===== src/rtl/rotation_matrix_to_quaternion_top_macros.svh =====
// Assertion macros shared by the RTL of the quaternion converter.
`ifndef ROTATION_MATRIX_TO_QUATERNION_TOP_MACROS_SVH
`define ROTATION_MATRIX_TO_QUATERNION_TOP_MACROS_SVH
`ifndef SYNTHESIS
// Checked only outside reset.
`define RMQ_ASSERT(lbl, prop) \
  lbl: assert property (@(posedge clk) disable iff (rst) prop) \
    else $error("rmq assertion failed");
// Checked during reset as well.
`define RMQ_ASSERT_RST(lbl, prop) \
  lbl: assert property (@(posedge clk) prop) else $error("rmq reset assertion failed");
`else
`define RMQ_ASSERT(lbl, prop)
`define RMQ_ASSERT_RST(lbl, prop)
`endif
`endif


===== src/rtl/rmq_pkg.sv =====
package rmq_pkg;

  // Number format of matrix elements and quaternion components.
  localparam int FRAC_BITS = 14;
  localparam int ONE = 1 << FRAC_BITS;

  // Square root: one result bit per stage.
  localparam int SQRT_STEPS = 16;
  // Quotient bits of each divider, enough to hold ONE.
  localparam int QBITS = FRAC_BITS + 1;

  // Stage map of the pipeline.
  localparam int ST_SQRT0 = 1;
  localparam int ST_ROUND = ST_SQRT0 + SQRT_STEPS;
  localparam int ST_PREP = ST_ROUND + 1;
  localparam int ST_SAT = ST_PREP + 1;
  localparam int ST_DIV0 = ST_SAT + 1;
  localparam int ST_LAST = ST_DIV0 + QBITS - 1;
  localparam int NST = ST_LAST + 1;

  // Which quaternion component is the pivot.
  typedef enum logic [1:0] {
    PIV_W = 2'd0,
    PIV_X = 2'd1,
    PIV_Y = 2'd2,
    PIV_Z = 2'd3
  } pivot_t;

  // Everything one matrix carries down the pipeline.
  typedef struct packed {
    pivot_t             sel;
    logic [31:0]        rad;
    logic [17:0]        srem;
    logic [15:0]        root;
    logic [16:0]        h;
    logic [16:0]        pivot;
    logic [17:0]        dv;
    logic [2:0]         neg;
    logic [2:0][16:0]   mag;
    logic [2:0][31:0]   drem;
    logic [2:0]         sat;
    logic [2:0][QBITS-1:0] q;
  } pipe_t;

endpackage


===== src/rtl/rmq_div_step.sv =====
module rmq_div_step (
  input  logic [31:0]            rem_in,
  input  logic [17:0]            dv,
  input  logic [3:0]             shamt,
  input  logic [rmq_pkg::QBITS-1:0] q_in,
  output logic [31:0]            rem_out,
  output logic [rmq_pkg::QBITS-1:0] q_out
);
  import rmq_pkg::*;

  logic [31:0] sh;

  // One restoring division step against the divisor shifted into place.
  always_comb begin
    sh = 32'(dv) << shamt;
    if (rem_in >= sh) begin
      rem_out = rem_in - sh;
      q_out = {q_in[QBITS-2:0], 1'b1};
    end else begin
      rem_out = rem_in;
      q_out = {q_in[QBITS-2:0], 1'b0};
    end
  end

endmodule


===== config.mk =====
export PLATFORM = sky130hd
export DESIGN_NAME = rmq_div_step
export DESIGN_NICKNAME = d
export VERILOG_FILES = /design/src/rtl/rotation_matrix_to_quaternion_top_macros.svh /design/src/rtl/rmq_pkg.sv /design/src/rtl/rmq_div_step.sv
export SDC_FILE = /design/constraint.sdc
export NUM_CORES = 1
export LEC_CHECK = 0
export ABC_AREA = 1
export BUFFER_PORTS_ARGS = -buffer_cell sky130_fd_sc_hd__buf_2
export CORE_MARGIN = 2
export CORE_UTILIZATION = 60
export DETAILED_ROUTE_END_ITERATION = 6
export PLACE_DENSITY_LB_ADDON = 0.08
export SYNTH_ARGS = -nofsm -noshare
export SYNTH_HDL_FRONTEND = slang
export SYNTH_SLANG_ARGS = --single-unit

===== constraint.sdc =====
create_clock -name vclk -period 8.54
set_clock_uncertainty 0.2 [all_clocks]
set_input_delay 1.281 -clock vclk [all_inputs]
set_output_delay 1.281 -clock vclk [all_outputs]
set_load 0.01 [all_outputs]

==> impl_metrics.toml <==
[status]
status = "finished clean"

[floorplan]
rows = 29
die_area_um2 = 7390
io_pins = 116
initial_core_util_pct = 62.8
die_h_um = 86.0
coreArea_um2 = 6420
die_w_um = 86.0

[routing]
vias = 5177
drt_first_pass_iters = 5
drc = 0
wire_per_inst_um = 12.6
vias_per_cell = 5.32
initialDrtViolationCount = 284
detail_route.wirelength_mm = 12.3
ant_nets = 0

[flow_run]
drv_cap = 0

[timing]
finalSetupViolations = 0
fin_crit_ns = 6.35
finalCritPeriodShare_pct = 74.3
clock.fmax_mhz = 158
tightest_slew_ns = 0.566
hold_viol = 0
finalSetupTns_ns = 0
finalMaxSlewViolations = 0
relSlewSlack_pct = 62.2
rsz0062_at_grt = "no"

[min_path]
hp-start = "q_in[5]"
holdPathStages = 0
hold_path.class = "in -> out"
whs_endpoint = "q_out[6]"

[critical_path]
cp_max_fo = 36
critical_path_class = "in -> out"
cpLargestDelayFamily = "buffers and inverters"
critical-path-max-stage-delay_ns = 0.37
path_buf_inv = 5
critPathSlowestCell = "ha_1"
crit_path_cell_trace = "buf_2 > inv_1 > nand2_1 > nand2_1 > o21ai_0 > o21ai_0 > o21ai_0 > ha_1 > nand2_2 > inv_1 > nand2_1 > nand2_1 > a21oi_1 > nand3_2 > nand2_4 > nand2_8 > inv_4 > nand2_1 > nand2_1 > buf_2"
crit_cells = 20
crit_required_ns = 7.06
critPathArrivalTime_ns = 4.87
critPathCaptureType = "primary output"
worstSetupStartpointType = "input pin"
path_common_cell = "nand2_1"

[synthesis]
yosysSeqAreaShare_pct = 0
syn_area_um2 = 4030
synth_warnings = 0
synth.distinct_cells = 35
syn-instance-count = 846
synth_fp_nets = 948
postSynthAreaPerCell_um2 = 4.76

[power]
p_per_area_nw_per_um2 = 97.0
peakVddDrop_mv = 0.0469
leakage_nw = 2.80

[placement]
place_congestion = 0.974
dp_hpwl_mm = 10.6
place_area_um2 = 4320
portBuffers = 87
placed_cells = 974

[global_routing]
grt_max_degree = 37
grt_pass1_vias = 4656
overflow = 0
grt_pass1_wl_mm = 20.2
antenna_found_initial = 0
grt.total_usage_pct = 33.1

[cts]
hold_buffers = 0
post_cts_resized = 0
cts_setup_buffers = 0

[finish]
regArea_um2 = 0
clkbuf_count = 0
most-common-layout-cells = "nand2_1, inv_1, buf_2"
finalInstanceArea_um2 = 4320
syn2layout_area_growth_pct = 7.23
instances_no_fill = 974
layout_commonest_cell = "nand2_1"
antenna_cells = 0
final_nets = 1001
seq_cell_count = 0
drive_gt1_share_pct = 13.7
==> worst max path at each step <==
stage / startpoint / end / slack, ns
2_1_floorplan: shamt[0] / rem_out[17] / 3.36
3_3_place_gp: shamt[0] / rem_out[26] / 2.39
3_5_place_dp: shamt[0] / rem_out[5] / 2.23
4_1_cts: shamt[0] / rem_out[5] / 2.22
5_1_grt: shamt[0] / rem_out[29] / 1.80
6_report: shamt[0] / rem_out[5] / 2.19
==> logic make-up after synthesis <==
logic type | synth area share [%]
adders and majority gates | 10.4
buffers and inverters | 19.2
AOI/OAI and AO/OA | 9.16
xor gates and xnor gates | 3.04
muxes | 1.24
and+or+nand+nor | 56.9
==> final cells by class <==
class,count,area [um2]
Multi-Input combinational cell,668,3250
Inverter,142,536
Timing Repair Buffer,87,435
Tap cell,77,96.3
Fill cell,665,2100
==> cells in the mapped netlist, drive strengths merged, types with 6 or more instances <==
master  instances  area [um2]
or2             9        56.3
nand2         406        1580
ha             32         400
a31oi           6        37.5
clkbuf         11        41.3
xor2           14         123
a21oi          18        93.8
buf            25         199
nor2           59         254
o21ai          40         200
inv           142         536
nor3            6        35.0
nand3          53         270
nand4           6        37.5
==> where the power goes <==
group	leakage [nW]	internal, mW	total [mW]	switching (mW)
Combinational	2.80	0.148	0.419	0.271
Sequential	0	0	0	0
Clock	0	0	0	0
==> stage by stage <==
step | worst slack [ns] | power [mW] | util, % | hold slack (ns)
after floorplan | 3.36 | 0.307 | - | 2.45
after global placement | 2.39 | 0.402 | 67.3 | 2.36
after detailed placement | 2.23 | 0.411 | 67.3 | 2.36
after CTS | 2.22 | 0.413 | 67.3 | 2.36
after global routing | 1.80 | 0.471 | 67.3 | 2.36
final | 2.19 | 0.419 | 67.3 | 2.36
==> layer usage <==
metal,wire length (um),vias to the layer above,GRT usage [%]
li1,-,2676,-
met1,5470,2247,42.7
met2,5490,220,58.4
met3,1020,34,3.08
met4,311,0,9.09
met5,0,-,0
No activity file was read; power rests on OpenSTA's default activity.
