===== config.mk =====
export PLATFORM = sky130hd
export DESIGN_NAME = rmq_sqrt_step
export DESIGN_NICKNAME = d
export VERILOG_FILES = /design/src/rtl/rotation_matrix_to_quaternion_top_macros.svh /design/src/rtl/rmq_pkg.sv /design/src/rtl/rmq_sqrt_step.sv
export SDC_FILE = /design/constraint.sdc
export NUM_CORES = 1
export LEC_CHECK = 0
export ABC_AREA = 1
export BUFFER_PORTS_ARGS = -buffer_cell sky130_fd_sc_hd__buf_2
export CAP_MARGIN = 20
export CORE_MARGIN = 8
export CORE_UTILIZATION = 50
export DETAILED_ROUTE_END_ITERATION = 8
export GPL_TIMING_DRIVEN = 0
export PLACE_DENSITY = 0.95
export SYNTH_ARGS = -nofsm -noshare
export SYNTH_HDL_FRONTEND = slang
export SYNTH_SLANG_ARGS = --single-unit

===== constraint.sdc =====
create_clock -name vclk -period 3.2
set_clock_uncertainty 0.05 [all_clocks]
set_input_delay 0.32 -clock vclk [all_inputs]
set_output_delay 0.32 -clock vclk [all_outputs]
set_load 0.005 [all_outputs]

===== src/rtl/rotation_matrix_to_quaternion_top_macros.svh =====
// Assertion macros shared by the RTL of the quaternion converter.
`ifndef ROTATION_MATRIX_TO_QUATERNION_TOP_MACROS_SVH
`define ROTATION_MATRIX_TO_QUATERNION_TOP_MACROS_SVH
`ifndef SYNTHESIS
// Checked only outside reset.
`define RMQ_ASSERT(lbl, prop) \
  lbl: assert property (@(posedge clk) disable iff (rst) prop) \
    else $error("rmq assertion failed");
// Checked during reset as well.
`define RMQ_ASSERT_RST(lbl, prop) \
  lbl: assert property (@(posedge clk) prop) else $error("rmq reset assertion failed");
`else
`define RMQ_ASSERT(lbl, prop)
`define RMQ_ASSERT_RST(lbl, prop)
`endif
`endif


===== src/rtl/rmq_pkg.sv =====
package rmq_pkg;

  // Number format of matrix elements and quaternion components.
  localparam int FRAC_BITS = 14;
  localparam int ONE = 1 << FRAC_BITS;

  // Square root: one result bit per stage.
  localparam int SQRT_STEPS = 16;
  // Quotient bits of each divider, enough to hold ONE.
  localparam int QBITS = FRAC_BITS + 1;

  // Stage map of the pipeline.
  localparam int ST_SQRT0 = 1;
  localparam int ST_ROUND = ST_SQRT0 + SQRT_STEPS;
  localparam int ST_PREP = ST_ROUND + 1;
  localparam int ST_SAT = ST_PREP + 1;
  localparam int ST_DIV0 = ST_SAT + 1;
  localparam int ST_LAST = ST_DIV0 + QBITS - 1;
  localparam int NST = ST_LAST + 1;

  // Which quaternion component is the pivot.
  typedef enum logic [1:0] {
    PIV_W = 2'd0,
    PIV_X = 2'd1,
    PIV_Y = 2'd2,
    PIV_Z = 2'd3
  } pivot_t;

  // Everything one matrix carries down the pipeline.
  typedef struct packed {
    pivot_t             sel;
    logic [31:0]        rad;
    logic [17:0]        srem;
    logic [15:0]        root;
    logic [16:0]        h;
    logic [16:0]        pivot;
    logic [17:0]        dv;
    logic [2:0]         neg;
    logic [2:0][16:0]   mag;
    logic [2:0][31:0]   drem;
    logic [2:0]         sat;
    logic [2:0][QBITS-1:0] q;
  } pipe_t;

endpackage


===== src/rtl/rmq_sqrt_step.sv =====
module rmq_sqrt_step (
  input  logic [1:0]  rad_bits,
  input  logic [17:0] rem_in,
  input  logic [15:0] root_in,
  output logic [17:0] rem_out,
  output logic [15:0] root_out
);
  import rmq_pkg::*;

  logic [19:0] cur;
  logic [19:0] trial;

  // One restoring square-root step: bring down two radicand bits, try a one.
  always_comb begin
    cur = {rem_in, rad_bits};
    trial = {2'b00, root_in, 2'b01};
    if (cur >= trial) begin
      rem_out = 18'(cur - trial);
      root_out = {root_in[14:0], 1'b1};
    end else begin
      rem_out = cur[17:0];
      root_out = {root_in[14:0], 1'b0};
    end
  end

endmodule


==> results of run 1 <==
-- layer usage --
metal	track usage [%]	share of wire, %	up-vias	routed length (microns)
met5	0	0	-	0
met4	0.6928	0.34	0	14
met3	1.977	5.3	2	220
met2	30.41	50	55	2106
met1	19.32	44	785	1837
li1	-	-	997	-
-- area by class of cell --
| cell class | instances | area, sq um | share of cell area (%) |
|---|---|---|---|
| repair buffers | 70 | 350.3 | 18.58 |
| well taps | 33 | 41.29 | 2.190 |
| plain buffers | 18 | 158.9 | 8.427 |
| multi-input cells | 216 | 1137 | 60.32 |
| inverters | 52 | 197.7 | 10.48 |
-- worst min-delay path by stage --
stage | from | end
global placement | root_in[4] | root_out[5]
CTS | root_in[6] | root_out[7]
global route | root_in[6] | root_out[7]
floorplan | rad_bits[0] | rem_out[0]
finish | root_in[6] | root_out[7]
detailed placement | root_in[6] | root_out[7]
-- cell families after synthesis --
| group | count (synthesis) | synth area share, % |
|---|---|---|
| buffers and inverters | 70 | 23.87 |
| AO/OA/AOI/OAI | 18 | 6.365 |
| adder cells (fa/ha/maj) | 18 | 15.08 |
| XOR/XNOR | 10 | 6.366 |
| AND/OR/NAND/NOR | 170 | 48.33 |
-- critical path: cells and delay by family --
kind	cells	cell delay (ps)
buf+inv	4	490
simple gates	10	800
fa+ha+maj	1	390
-- cells in the final DEF (no fill, tap or decap) --
cell,Yosys,routed
a211oi_1,1,1
a21oi_1,12,12
and2_2,2,2
and3_1,1,1
buf_12,1,1
buf_2,0,70
buf_4,15,15
buf_6,1,1
buf_8,1,1
ha_1,18,18
inv_1,49,49
inv_2,2,2
inv_4,1,1
nand2_1,119,119
nand2_2,2,2
nand2_4,1,1
nand3_1,20,20
nand3b_1,3,3
nand4_1,1,1
nor2_1,17,17
nor2_2,1,1
nor3_1,1,1
nor3_2,1,1
nor3_4,1,1
o21ai_0,3,3
o21ai_1,1,1
o21bai_1,1,1
xnor2_1,1,1
xor2_1,8,8
xor2_2,1,1
-- where the power goes --
part	internal (mW)	total [mW]	switching (mW)
clock network	0	0	0
logic	0.157	0.351	0.195
registers	0	0	0
-- per-stage QoR --
stage | hold WS (ps) | cells | util (%) | power, mW
CTS | 861.0 | 389 | 63.86 | 0.3536
finish | 858.2 | 389 | 63.86 | 0.3512
detailed placement | 860.1 | 389 | 63.86 | 0.3522
global placement | 857.6 | 389 | 63.86 | 0.3440
floorplan | 638.4 | 286 | - | 0.2312
global route | 871.3 | 389 | 63.86 | 0.4021
==> results.toml, run 1 <==
[status]
status = "completed"

[yosys]
yosysWarnings = 0
synth_top_area_share_pct = 29.90
avgSynthCellArea_sq_um = 5.224
syn_area_sq_um = 1494
yosysTopAreaCell = "nand2_1"
ys_seq_area_share_pct = 0
synth.area.top_cells = "nand2_1 (30%), ha_1 (15%), inv_1 (12%), buf_4 (7.5%), nand3_1 (6.7%)"
synth.net_count = 340
yosysUniqueCellTypes = 29
synth_most_common_cell = "nand2_1"
synthTopCellsByCount = "nand2_1 (119), inv_1 (49), nand3_1 (20)"
syn-instance-count = 286

[placement]
io_buffers = 70
post-place-ws_ps = 847.1
dpl-instance-area_sq_um = 1886
place.gp.congestion = 0.8904
place_hpwl_microns = 3701

[setup_path]
setup.worst_path.end_class = "output pin"
setup.worst_path.class = "in -> out"
crit_end = "rem_out[16]"
path_max_fanout = 10
crit_path_frequent_cell = "nand2_1"
startpoint_type = "input port"
critPathLaunch = "rem_in[11]"
worstPathRequired_ps = 2830
crit_arrival_ps = 2010
cp_cell_sequence = "buf_2, ha_1, nand2_1, nand2_1, nand3_1, nand2_1, nand2_1, nand2_1, nor2_1, nand2_4, inv_4, buf_8, nand2_1, nand2_1, buf_2"
crit_slowest_cell = "ha_1"
cpPeakStageDelay_ps = 390

[global_routing]
grt_pass1_wl_microns = 7182
grt_pass1_vias = 1754
grt_overflow = 0
grt_max_degree = 11
gr-usage-all-layers_pct = 16.03
antenna_found_initial = 0

[sta]
fin_crit_ps = 2380
final_hold_viol_count = 0
tns_ps = 0
max_slew_margin_pct = 83.37
grt_setup_unrepaired = "no"
max_freq_mhz = 420.2
fin_crit_sh_pct = 74.36
fin_ws_ps = 820.3
final_max_slew_viol_count = 0
worst_pin_slew_ps = 249.5
finalSetupViolations = 0

[floorplan]
boundaryPins = 70
die_w_microns = 70.66
rows = 20
fp.dieH_microns = 70.66
dieArea_sq_um = 4993
core_area_sq_um = 2953
start_util_pct = 50.59

[power]
p_leak_nw = 1.263
vdd_drop_max_mv = 0.1015
powerDensity_nw_per_um2 = 186.3

[finish]
fill_cells = 309
final_nets = 412
n_sequential_cell = 0
nClkBuffers = 0
regArea_sq_um = 0
antenna_cells = 0
fin_area_sq_um = 1886
area_growth_pct = 26.21
layout-drive-gt1-share_pct = 28.09

[routing]
antenna_left = 0
drtPass1Iterations = 4
drc = 0
vias = 1839
finalWirelength_microns = 4179
route.detailed.wl_per_inst_microns = 10.74
viasPerCell = 4.728
drt_iter0_markers = 79

[min_path]
hold_depth = 3
hp-class = "in -> out"

[clock_network]
cts_setup_buffers = 0
cts-resized-gates = 0
cts_hold_buf = 0

[flow_run]
cap_violations = 0
Power figures use the tool's default switching activity.
==> inputs of run 2 (changes only) <==
- CORE_UTILIZATION: 50 -> 45
- PLACE_DENSITY: 0.95 -> 0.92
- clock period: 3.2 -> 1.9 ns (I/O delays scaled with it)
==> results.toml, run 2 (synthesized netlist as in run 1, its figures left out) <==
[status]
status = "complete, but fails checks"
violations = "negative setup slack"

[floorplan]
fp.dieH_microns = 73.62
rows = 21
dieArea_sq_um = 5420
boundaryPins = 70
core_area_sq_um = 3258
start_util_pct = 45.85
die_w_microns = 73.62

[min_path]
hp-class = "in -> out"
hp-start = "root_in[10]"

[sta]
grt_setup_unrepaired = "yes"
fin_crit_sh_pct = 104.3
max_slew_margin_pct = 82.09
final_hold_viol_count = 0
fin_ws_ps = -82.21
final_max_slew_viol_count = 0
max_freq_mhz = 504.5
worst_pin_slew_ps = 267.0
fin_crit_ps = 1982
finalSetupViolations = 16
fin_hold_ws_ps = 582.6
tns_ps = -858.1

[placement]
place_hpwl_microns = 3684
io_buffers = 70
place.gp.congestion = 0.8796
post-place-ws_ps = -212.1

[setup_path]
worstPathRequired_ps = 1660
setup.worst_path.end_class = "output pin"
critPathLaunch = "rem_in[10]"
path_max_fanout = 8
startpoint_type = "input port"
crit_arrival_ps = 1740
setup.worst_path.class = "in -> out"

[power]
vdd_drop_max_mv = 0.1448
powerDensity_nw_per_um2 = 325.3
p_leak_nw = 1.391
power_mw = 0.7928

[finish]
layout-drive-gt1-share_pct = 46.63
final_nets = 427
regArea_sq_um = 0
layout_common_cells = "nand2_1 (98), buf_2 (62), inv_1 (38), buf_4 (28), nand2_2 (18)"
antenna_cells = 0
final_common_cell = "nand2_1"
area_growth_pct = 63.15
n_sequential_cell = 0
nClkBuffers = 0

[routing]
vias = 1998
drc = 0
drtPass1Iterations = 4
antenna_left = 0
drt_iter0_markers = 95
viasPerCell = 4.791
route.detailed.wl_per_inst_microns = 12.16
finalWirelength_microns = 5072

[clock_network]
cts_hold_buf = 0

[flow_run]
cap_violations = 0

[global_routing]
antenna_found_initial = 0
gr-usage-all-layers_pct = 18.68
grt_overflow = 0
grt_pass1_wl_microns = 8390
grt_pass1_vias = 1972
grt_max_degree = 11
## run 2: cell count changes in the layout (fill, tap and decap cells not counted), moves of 5 or more
cell,change
buf_4,+13
nand2_2,+16
buf_2,-8
inv_1,-11
nand2_4,+5
nand2_1,-21
inv_2,+7
ha_4,+16
buf_6,+5
ha_1,-17
## run 2: metal layers
| metal | global-route usage, % | wire length [microns] | up-vias |
|---|---|---|---|
| met2 | 34.25 | 2519 | 75 |
| met4 | 4.878 | 98 | 0 |
| met1 | 21.60 | 2040 | 882 |
| met5 | 0 | 0 | - |
| met3 | 2.729 | 413 | 10 |
| li1 | - | - | 1031 |
## run 2: where the power goes
group / total, mW / switching [mW] / internal (mW) / leakage [nW]
logic: 0.793 / 0.408 / 0.385 / 1.39
registers: 0 / 0 / 0 / 0
clock network: 0 / 0 / 0 / 0
total: 0.793 / 0.408 / 0.385 / 1.39
## run 2: layout make-up
cell class	instances	area, sq um
Multi-Input combinational cell	216	1463
Timing Repair Buffer	85	544.3
Tap cell	46	57.56
Buffer	17	143.9
Fill cell	280	820.8
Timing Repair inverter	1	11.26
Inverter	52	217.7
## run 2: worst max-delay path: stages
cell and delay (ps):
buf_2 120, ha_4 280, nand2_4 70, nor3_4 230
nand3_1 90, nor2_1 120, nor2_2 70, nand2_4 120
buf_8 160, inv_8 50, nand2_1 60, nand2_1 60
buf_2 120
## run 2: worst paths after layout
check	end	slack [ps]	cells past startpoint
worst max-delay path	rem_out[12]	-80	13
worst min-delay path	root_out[11]	580	3
## run 2: metrics by stage
stage | std cells | cell area, sq um | util, %
global route | 417 | 2437 | 74.81
CTS | 414 | 2317 | 71.12
finish | 417 | 2437 | 74.81
floorplan | 286 | 1494 | -
global placement | 402 | 1902 | 58.37
detailed placement | 402 | 1902 | 58.37
## run 2: timing repair
action                                  4_1_cts  5_1_grt
endpoints found under the hold margin         0        0
gates resized for setup                      55       33
pin swaps                                    19       17
setup buffers                                11        3
gates cloned                                  2        0
endpoints found under the setup margin       19       19
